### src/hdl/assert_macros.svh
// ----------------------------------------------------------------------------
// assert_macros.svh
// Assertion shorthands for the idle/standby power controller, all sampled
// on clk_i and switched off while rst_ni is low.
// ----------------------------------------------------------------------------
`ifndef ASSERT_MACROS_SVH
`define ASSERT_MACROS_SVH

// condition holds in the same cycle
`define ISPC_ASSERT(label, prop, msg) \
  label: assert property (@(posedge clk_i) disable iff (!rst_ni) (prop)) \
    else $error(msg);

// consequence holds in the cycle after the antecedent
`define ISPC_ASSERT_NEXT(label, ante, cons, msg) \
  label: assert property (@(posedge clk_i) disable iff (!rst_ni) (ante) |=> (cons)) \
    else $error(msg);

`endif

### src/hdl/ispc_pkg.sv
// ----------------------------------------------------------------------------
// ispc_pkg
// Shared types of the idle/standby power controller: modes, actions,
// operations, configuration, state, request and result records.
// ----------------------------------------------------------------------------
package ispc_pkg;

  typedef enum logic [1:0] {
    MODE_ON       = 2'd0,
    MODE_DIM      = 2'd1,
    MODE_STANDBY  = 2'd2,
    MODE_WIFI_OFF = 2'd3
  } mode_e;

  typedef enum logic [1:0] {
    ACT_NONE    = 2'd0,
    ACT_DIM     = 2'd1,
    ACT_OFF     = 2'd2,
    ACT_RESTORE = 2'd3
  } action_e;

  // code 3 is not a member and is ignored
  typedef enum logic [1:0] {
    OP_TICK       = 2'd0,
    OP_TOUCH_WAKE = 2'd1,
    OP_PROX_WAKE  = 2'd2
  } op_e;

  typedef struct packed {
    logic [15:0] dim_delay;
    logic [15:0] standby_delay;
    logic [15:0] wifi_off_delay;
    logic [15:0] shutdown_delay;
    logic [15:0] log_period;
  } cfg_t;

  typedef struct packed {
    mode_e       mode;
    logic [31:0] idle;
    logic [15:0] log_cnt;
    logic [31:0] on_sec;
    logic [31:0] off_sec;
    logic        prox_on;
    logic        wifi_on;
  } state_t;

  typedef struct packed {
    logic [1:0]  operation;
    logic [15:0] average_power;
    logic        charging;
  } item_t;

  typedef struct packed {
    mode_e       power_mode;
    action_e     brightness_action;
    logic        proximity_enable;
    logic        wifi_enable;
    logic        shutdown_request;
    logic        battery_sample;
    logic [31:0] screen_on_seconds;
    logic [31:0] screen_off_seconds;
  } result_t;

endpackage

### src/hdl/ispc_cfg_regs.sv
// ----------------------------------------------------------------------------
// ispc_cfg_regs
// APB register file holding the delay and battery log period settings.
// ----------------------------------------------------------------------------
module ispc_cfg_regs import ispc_pkg::*; (
  input  logic        clk_i,
  input  logic        rst_ni,
  input  logic        psel,
  input  logic        penable,
  input  logic        pwrite,
  input  logic [4:0]  paddr,
  input  logic [31:0] pwdata,
  output logic [31:0] prdata,
  output logic        pready,
  output cfg_t        cfg_o
);

  typedef enum logic [2:0] {
    REG_DIM_DELAY      = 3'd0,
    REG_STANDBY_DELAY  = 3'd1,
    REG_WIFI_OFF_DELAY = 3'd2,
    REG_SHUTDOWN_DELAY = 3'd3,
    REG_LOG_PERIOD     = 3'd4
  } reg_idx_e;

  cfg_t        cfg_q;
  reg_idx_e    idx;
  logic        wr_en;
  logic [15:0] rd_val;

  assign idx    = reg_idx_e'(paddr[4:2]);
  assign wr_en  = psel & penable & pwrite & pready;
  assign pready = 1'b1;

  always_ff @(posedge clk_i or negedge rst_ni) begin
    if (!rst_ni) begin
      cfg_q.dim_delay      <= 16'd20;
      cfg_q.standby_delay  <= 16'd30;
      cfg_q.wifi_off_delay <= 16'd0;
      cfg_q.shutdown_delay <= 16'd0;
      cfg_q.log_period     <= 16'd60;
    end else if (wr_en) begin
      unique case (idx)
        REG_DIM_DELAY:      cfg_q.dim_delay      <= pwdata[15:0];
        REG_STANDBY_DELAY:  cfg_q.standby_delay  <= pwdata[15:0];
        REG_WIFI_OFF_DELAY: cfg_q.wifi_off_delay <= pwdata[15:0];
        REG_SHUTDOWN_DELAY: cfg_q.shutdown_delay <= pwdata[15:0];
        REG_LOG_PERIOD:     cfg_q.log_period     <= pwdata[15:0];
        default: ;
      endcase
    end
  end

  always_comb begin
    unique case (idx)
      REG_DIM_DELAY:      rd_val = cfg_q.dim_delay;
      REG_STANDBY_DELAY:  rd_val = cfg_q.standby_delay;
      REG_WIFI_OFF_DELAY: rd_val = cfg_q.wifi_off_delay;
      REG_SHUTDOWN_DELAY: rd_val = cfg_q.shutdown_delay;
      REG_LOG_PERIOD:     rd_val = cfg_q.log_period;
      default:            rd_val = 16'd0;
    endcase
  end

  assign prdata = {16'd0, rd_val};
  assign cfg_o  = cfg_q;

endmodule

### src/hdl/ispc_step.sv
// ----------------------------------------------------------------------------
// ispc_step
// Next-state and result logic for one request: tick bookkeeping, timed
// mode moves and wake handling.
// ----------------------------------------------------------------------------
module ispc_step import ispc_pkg::*; (
  input  cfg_t    cfg_i,
  input  state_t  state_i,
  input  item_t   item_i,
  output state_t  state_o,
  output result_t result_o
);

  function automatic logic [31:0] sat_inc(input logic [31:0] v);
    return (v == '1) ? v : v + 32'd1;
  endfunction

  op_e         op;
  logic        pwr_neg;
  logic        pwr_nonpos;
  state_t      st;
  action_e     act;
  logic        shut;
  logic        sample;
  logic [15:0] lc_inc;

  assign op         = op_e'(item_i.operation);
  assign pwr_neg    = item_i.average_power[15];
  assign pwr_nonpos = pwr_neg | (item_i.average_power == 16'd0);

  always_comb begin
    st     = state_i;
    act    = ACT_NONE;
    shut   = 1'b0;
    sample = 1'b0;
    lc_inc = state_i.log_cnt;
    case (op) inside
      OP_TICK: begin
        st.idle = sat_inc(state_i.idle);
        if (state_i.log_cnt != '1) begin
          lc_inc = state_i.log_cnt + 16'd1;
        end
        if (lc_inc == cfg_i.log_period) begin
          st.log_cnt = '0;
          sample     = 1'b1;
        end else begin
          st.log_cnt = lc_inc;
        end
        if (state_i.mode == MODE_ON || state_i.mode == MODE_DIM) begin
          st.on_sec = sat_inc(state_i.on_sec);
        end else begin
          st.off_sec = sat_inc(state_i.off_sec);
        end
        // moves cascade in order within one tick
        if (st.idle == {16'd0, cfg_i.dim_delay} && st.mode == MODE_ON) begin
          act     = ACT_DIM;
          st.mode = MODE_DIM;
        end
        if (st.idle == {16'd0, cfg_i.standby_delay} && st.mode == MODE_DIM) begin
          st.prox_on = 1'b1;
          act        = ACT_OFF;
          st.mode    = MODE_STANDBY;
        end
        if (st.idle == {16'd0, cfg_i.wifi_off_delay} && cfg_i.wifi_off_delay != 16'd0 &&
            st.mode == MODE_STANDBY && pwr_nonpos) begin
          st.wifi_on = 1'b0;
          st.mode    = MODE_WIFI_OFF;
        end
        if (st.idle == {16'd0, cfg_i.shutdown_delay} && cfg_i.shutdown_delay != 16'd0 &&
            (st.mode == MODE_STANDBY || st.mode == MODE_WIFI_OFF) &&
            pwr_neg && !item_i.charging) begin
          shut = 1'b1;
        end
      end
      OP_TOUCH_WAKE, OP_PROX_WAKE: begin
        if (state_i.mode != MODE_ON) begin
          if (state_i.mode == MODE_WIFI_OFF) begin
            st.wifi_on = 1'b1;
          end
          act     = ACT_RESTORE;
          st.mode = MODE_ON;
        end
        st.idle = '0;
        if (op == OP_TOUCH_WAKE) begin
          st.prox_on = 1'b0;
        end
      end
      default: ;
    endcase
  end

  assign state_o = st;

  assign result_o.power_mode         = st.mode;
  assign result_o.brightness_action  = act;
  assign result_o.proximity_enable   = st.prox_on;
  assign result_o.wifi_enable        = st.wifi_on;
  assign result_o.shutdown_request   = shut;
  assign result_o.battery_sample     = sample;
  assign result_o.screen_on_seconds  = st.on_sec;
  assign result_o.screen_off_seconds = st.off_sec;

endmodule

### src/hdl/idle_standby_power_controller_unit.sv
// ----------------------------------------------------------------------------
// idle_standby_power_controller_unit
// Idle-timeout power mode controller (on, dim, standby, wifi off) with
// battery log sampling and screen on/off time accounting.
// ----------------------------------------------------------------------------
// Each request is a one-second tick or a wake event. A tick ages the idle
// count, steps the battery log counter (battery_sample pulses at the period)
// and moves on -> dim -> standby -> wifi off when the idle count equals the
// programmed delays (wifi off only at non-positive power); a shutdown_request
// pulse is raised in standby or wifi off on a discharging, non-charging
// battery at the shutdown delay. Wakes return to on and clear the idle count.
// Every request yields exactly one result. Throughput is one request per
// clock while the result side is not stalled: a request is captured in the
// input register, and the whole step runs as combinational logic from that
// register into the result register and the controller state. While a
// finished result waits to be taken the input register can still take one
// more request. Registers (APB, byte address 4*i): dim_delay, standby_delay,
// wifi_off_delay, shutdown_delay, battery_log_period; write them only while
// no request is in flight.
// ----------------------------------------------------------------------------
`include "assert_macros.svh"

module idle_standby_power_controller_unit import ispc_pkg::*; (
  input  logic               clk_i,
  input  logic               rst_ni,
  // request channel
  input  logic               in_valid_i,
  output logic               in_ready_o,
  input  logic [1:0]         operation_i,
  input  logic signed [15:0] average_power_i,
  input  logic               charging_i,
  // result channel
  output logic               out_valid_o,
  input  logic               out_ready_i,
  output logic [1:0]         power_mode_o,
  output logic [1:0]         brightness_action_o,
  output logic               proximity_enable_o,
  output logic               wifi_enable_o,
  output logic               shutdown_request_o,
  output logic               battery_sample_o,
  output logic [31:0]        screen_on_seconds_o,
  output logic [31:0]        screen_off_seconds_o,
  // configuration port
  input  logic               psel,
  input  logic               penable,
  input  logic               pwrite,
  input  logic [4:0]         paddr,
  input  logic [31:0]        pwdata,
  output logic [31:0]        prdata,
  output logic               pready
);

  cfg_t    cfg;
  item_t   in_q;
  logic    in_valid_q;
  state_t  state_q;
  state_t  state_d;
  result_t res_d;
  result_t res_q;
  logic    out_valid_q;
  logic    advance;

  // configuration registers
  ispc_cfg_regs u_cfg (
    .clk_i   (clk_i),
    .rst_ni  (rst_ni),
    .psel    (psel),
    .penable (penable),
    .pwrite  (pwrite),
    .paddr   (paddr),
    .pwdata  (pwdata),
    .prdata  (prdata),
    .pready  (pready),
    .cfg_o   (cfg)
  );

  // request moves from the input register into the result register
  assign advance    = in_valid_q & (~out_valid_q | out_ready_i);
  assign in_ready_o = ~in_valid_q | advance;

  // input register: control with reset, payload without
  always_ff @(posedge clk_i or negedge rst_ni) begin
    if (!rst_ni) begin
      in_valid_q <= 1'b0;
    end else if (in_ready_o) begin
      in_valid_q <= in_valid_i;
    end
  end

  always_ff @(posedge clk_i) begin
    if (in_valid_i && in_ready_o) begin
      in_q.operation     <= operation_i;
      in_q.average_power <= average_power_i;
      in_q.charging      <= charging_i;
    end
  end

  // combinational step logic
  ispc_step u_step (
    .cfg_i    (cfg),
    .state_i  (state_q),
    .item_i   (in_q),
    .state_o  (state_d),
    .result_o (res_d)
  );

  // controller state commits when the request moves on
  always_ff @(posedge clk_i or negedge rst_ni) begin
    if (!rst_ni) begin
      state_q.mode    <= MODE_ON;
      state_q.idle    <= '0;
      state_q.log_cnt <= '0;
      state_q.on_sec  <= '0;
      state_q.off_sec <= '0;
      state_q.prox_on <= 1'b0;
      state_q.wifi_on <= 1'b1;
    end else if (advance) begin
      state_q <= state_d;
    end
  end

  // result register
  always_ff @(posedge clk_i or negedge rst_ni) begin
    if (!rst_ni) begin
      out_valid_q <= 1'b0;
    end else if (~out_valid_q | out_ready_i) begin
      out_valid_q <= in_valid_q;
    end
  end

  always_ff @(posedge clk_i) begin
    if (advance) begin
      res_q <= res_d;
    end
  end

  assign out_valid_o          = out_valid_q;
  assign power_mode_o         = res_q.power_mode;
  assign brightness_action_o  = res_q.brightness_action;
  assign proximity_enable_o   = res_q.proximity_enable;
  assign wifi_enable_o        = res_q.wifi_enable;
  assign shutdown_request_o   = res_q.shutdown_request;
  assign battery_sample_o     = res_q.battery_sample;
  assign screen_on_seconds_o  = res_q.screen_on_seconds;
  assign screen_off_seconds_o = res_q.screen_off_seconds;

  // wifi is only ever off in the wifi-off mode
  `ISPC_ASSERT(a_wifi_off_mode,
    state_q.wifi_on || state_q.mode == MODE_WIFI_OFF,
    "wifi off outside wifi-off mode")

  // standby and wifi-off always keep proximity detection on
  `ISPC_ASSERT(a_prox_in_standby,
    !(state_q.mode == MODE_STANDBY || state_q.mode == MODE_WIFI_OFF) || state_q.prox_on,
    "proximity off in standby")

  // a shutdown pulse only comes from standby or wifi-off
  `ISPC_ASSERT(a_shut_mode,
    !(out_valid_q && res_q.shutdown_request) ||
      res_q.power_mode == MODE_STANDBY || res_q.power_mode == MODE_WIFI_OFF,
    "shutdown outside standby")

  // a restore result always lands in the on mode
  `ISPC_ASSERT(a_restore_on,
    !(out_valid_q && res_q.brightness_action == ACT_RESTORE) || res_q.power_mode == MODE_ON,
    "restore without on mode")

  // a committed wake clears the idle count
  `ISPC_ASSERT_NEXT(a_wake_clears_idle,
    advance && (in_q.operation == OP_TOUCH_WAKE || in_q.operation == OP_PROX_WAKE),
    state_q.idle == '0,
    "wake did not clear idle count")

endmodule

### config.mk
export PLATFORM = sky130hd
export DESIGN_NAME = idle_standby_power_controller_unit
export DESIGN_NICKNAME = d
export VERILOG_FILES = /design/src/hdl/ispc_pkg.sv /design/src/hdl/ispc_cfg_regs.sv /design/src/hdl/ispc_step.sv /design/src/hdl/idle_standby_power_controller_unit.sv
export VERILOG_INCLUDE_DIRS = /design/src /design/src/hdl
export SDC_FILE = /design/constraint.sdc
export NUM_CORES = 1
export LEC_CHECK = 0
export CAP_MARGIN = 10
export CORE_MARGIN = 4
export CORE_UTILIZATION = 65
export CTS_CLUSTER_DIAMETER = 80
export CTS_CLUSTER_SIZE = 40
export DETAILED_ROUTE_END_ITERATION = 8
export DONT_BUFFER_PORTS = 1
export GPL_TIMING_DRIVEN = 0
export PLACE_DENSITY = 0.92
export SKIP_LAST_GASP = 1
export SLEW_MARGIN = 20
export SYNTH_ARGS = -nofsm -noshare
export SYNTH_HDL_FRONTEND = slang
export SYNTH_HIERARCHICAL = 1
export SYNTH_SLANG_ARGS = --single-unit
### constraint.sdc
create_clock -name clk_i -period 6.99 [get_ports clk_i]
set_input_delay 0.3495 -clock clk_i [delete_from_list [all_inputs] [get_ports clk_i]]
set_output_delay 0.3495 -clock clk_i [all_outputs]
set_load 0.01 [all_outputs]
==> qor.txt <==
Status - finished, final reports clean
First-pass GRT wire length - 74800 um
Die Wd - 172 um
# Max-Cap Violations - 0
Reg power frac - 54.2%
Final worst slack - 2.62 ns
Clock Tree Root - clkbuf_16
Slowest-stage cell, CP - nor4_4
CP Capture Type - flop
Post-CTS Setup Bufs - 0
Worst setup SP type - flop
Leakage power - 7.86 nW
Sequential share of the synthesized area - 43.8%
Antenna viol nets, final - 0
Clock Path Buffers - 3
Period Utilization, post-route - 62.6%
Clk sinks - 289
Capturing point of the worst reg2reg path - state_q[0]
Avg Inst Size Synth - 10.9 sq um
Critical-path cell list - ha_1, nand4_1, nor4_4, and4_1, buf_2, buf_4, buf_2, o211ai_1, a221oi_1, o2111ai_1, nor3_1, a31oi_1, buf_4, mux2_2
Tmin final - 4.37 ns
Final wirelength - 48300 um
Largest cells by area after synthesis - dfrtp_1 27%, edfxtp_1 16%, mux2_2 11%
Routed length per instance - 23.8 um
Power after layout - 0.00403 W
Starting DRT DRC Count - 1631
Number of warnings issued by yosys - 6
Die Height - 172 um
Area Overhead vs Synth - 7.66%
Synthesis-stage register bit count - 289
I/O pins - 170
Initial antenna violation count - 0
Fin util - 71.8%
Vias per cell - 6.82
EDFF count, synth - 91
Min-Delay Path Class - primary input to flop
Final Wtd Congestion - 1.01
Fin. Hold Viols - 0
Number of CTS-inserted buffers - 13
Int Power - 0.00272 W
CTS H-Tree Depth - 1
Setup Skew - 0.0471 ns
DR DRC count - 0
Worst-margin pin slew - 1.11 ns
CP endpoint - state_q[0]
Reg-to-Reg Start - state_q[82]
Crit Path Max Fanout - 10
GR Overflow Total - 0
Relative slew slack - 26.0%
Starting density of the core - 66.7%
Layout cells sized above 1 - 25.1%
Gr usage total - 32.1%
Max incr delay on CP - 0.63 ns
Flip-flop and latch area - 0.00770 sq mm
Dpl ws - 2.76 ns
Antenna cells - 0
CP required - 7.48 ns
Area of the multi-input gates - 0.00868 sq mm
Core area - 0.0264 sq mm
Final setup fails - 0
CTS clk-pin slew, worst paths - 0.14 ns
Number of nets in the layout - 1756
Worst vdd ir - 0.000262 V
NetSw - 0.00131 W
Synth unique cells - 96
Die ar. - 0.0297 sq mm
R2r setup slk - 2.62 ns
Gate power share - 22.0%
Crit Path Class - flop to flop
Post-synth top cells - 187 x dfrtp_1, 179 x mux2_2, 107 x xnor2_1
Vias in the first global route - 13275
Half-perimeter wire length after placement - 34600 um
Via count - 13830
Switching portion of total power - 32.4%
Ys async rst share - 68.5%
Cells after Synth - 1617
Top FF cell, synth - dfrtp_1
Yosys top cell by area - dfrtp_1
Final cell count without fillers - 2029
DR pass1 iterations - 6
Max Slew Vio Count - 0
Clk pwr share - 23.7%
Most common cell in the netlist - dfrtp_1
CP Launch Point - state_q[82]
Unrepaired setup endpoints after global routing - false
Pwr dens - 213 mW/mm^2
Post-synth top area share - 26.6%
Fillers - 1750
Clock Latency Late Sink - 0.54 ns
Reg2reg path depth - 14
Synthesized area - 0.0176 sq mm
Largest net degree at the start of global routing - 199
Port buffer count - 0
TritonCTS clock tree - done
Setup TNS - 0 ns
FP Rows - 59
CP arrival - 4.86 ns
FMAX - 229 MHz
Dpl cells - 1968
## worst min-delay path by stage
| stage | slack (ns) | start | cells past startpoint | end |
|---|---|---|---|---|
| 2_1_floorplan | 0.05 | rst_ni | 0 | in_valid_q |
| 3_3_place_gp | 0.06 | rst_ni | 0 | u_cfg/cfg_o[18] |
| 3_5_place_dp | 0.06 | rst_ni | 0 | u_cfg/cfg_o[34] |
| 4_1_cts | 0.003 | pwdata[12] | 1 | u_cfg/cfg_o[44] |
| 5_1_grt | 0.003 | pwdata[12] | 1 | u_cfg/cfg_o[44] |
| 6_report | 0.005 | pwdata[12] | 1 | u_cfg/cfg_o[44] |
## routing by layer
metal  GRT usage [%]  vias to the layer above  share of wire, %
li1                -                     6061                 -
met1            43.9                     6744                39
met2            50.9                      867                47
met3            6.13                      158               9.6
met4            12.5                        0               4.5
met5               0                        -                 0
## sequential cells by signal, summed over array words and instances, names as in the netlist
register / flops
power_mode_o: 2
battery_sample_o: 1
out_valid_o: 1
in_q: 19
screen_off_seconds_o: 32
shutdown_request_o: 1
state_q: 116
screen_on_seconds_o: 32
in_valid_q: 1
u_cfg/cfg_o: 80
wifi_enable_o: 1
brightness_action_o: 2
proximity_enable_o: 1
## through the flow
step	hold slack, ns	cell area, sq um
floorplan	0.0539	17600
global placement	0.0581	18000
detailed placement	0.0575	18100
CTS	0.00285	18900
global route	0.00316	18900
finish	0.00540	18900
## power by group through the flow
stage	logic [W]	clock network (W)	registers (W)
global route	0.000951	0.00103	0.00220
detailed placement	0.000811	0	0.00221
CTS	0.000863	0.000970	0.00217
floorplan	0.000652	0	0.00210
finish	0.000888	0.000957	0.00219
global placement	0.000780	0	0.00220
## cells in the final DEF (no fill, tap or decap), drive strengths merged, types with 11 or more instances in the layout
cell type | Yosys | final
dfrtp | 187 | 187
conb | 2 | 17
and2 | 12 | 12
o21ai | 85 | 85
mux2 | 218 | 218
nor2 | 74 | 74
a31oi | 18 | 18
xnor2 | 107 | 107
nand2 | 77 | 77
a32oi | 21 | 21
and3 | 31 | 31
nand4 | 41 | 41
edfxtp | 91 | 91
nor3 | 37 | 37
buf | 134 | 136
nand3 | 69 | 69
inv | 32 | 37
clkbuf | 40 | 54
dlygate4sd3 | 0 | 38
a22oi | 16 | 16
nand2b | 15 | 15
a21oi | 53 | 53
nor4 | 26 | 26
dfstp | 11 | 11
xor2 | 28 | 28
and4 | 19 | 19
## critical path: cells and delay by family, from the launching register on
kind	cells	cell delay, ns
buffers and inverters	4	0.90
and+or+nand+nor	4	1.56
muxes	1	0.25
DFF	1	0.40
adders and majority gates	1	0.23
AOI/OAI and AO/OA	4	1.02
## cell families after synthesis
logic type,Yosys count,synth area share (%)
compound gates,306,11.8
mux,219,14.9
xor+xnor,138,7.12
buf+inv,207,7.08
flops,289,43.8
simple gates,450,14.8
fa+ha+maj,6,0.427
other cells,2,0.0428
## layout make-up
cell class / count / share of cell area (%)
multi-input combinational: 1136 / 45.9
sequential: 289 / 40.7
buffer: 174 / 5.92
timing repair buffer: 40 / 2.26
tap: 335 / 2.22
clock buffer: 14 / 1.74
inverter: 33 / 0.668
clock inverter: 8 / 0.582
## repair_timing
action                    in CTS  in global routing
gates resized for setup        0                  0
hold buffers                  39                  0
hold endpoints to repair     298                  0
No activity file was read; power rests on OpenSTA's default activity.
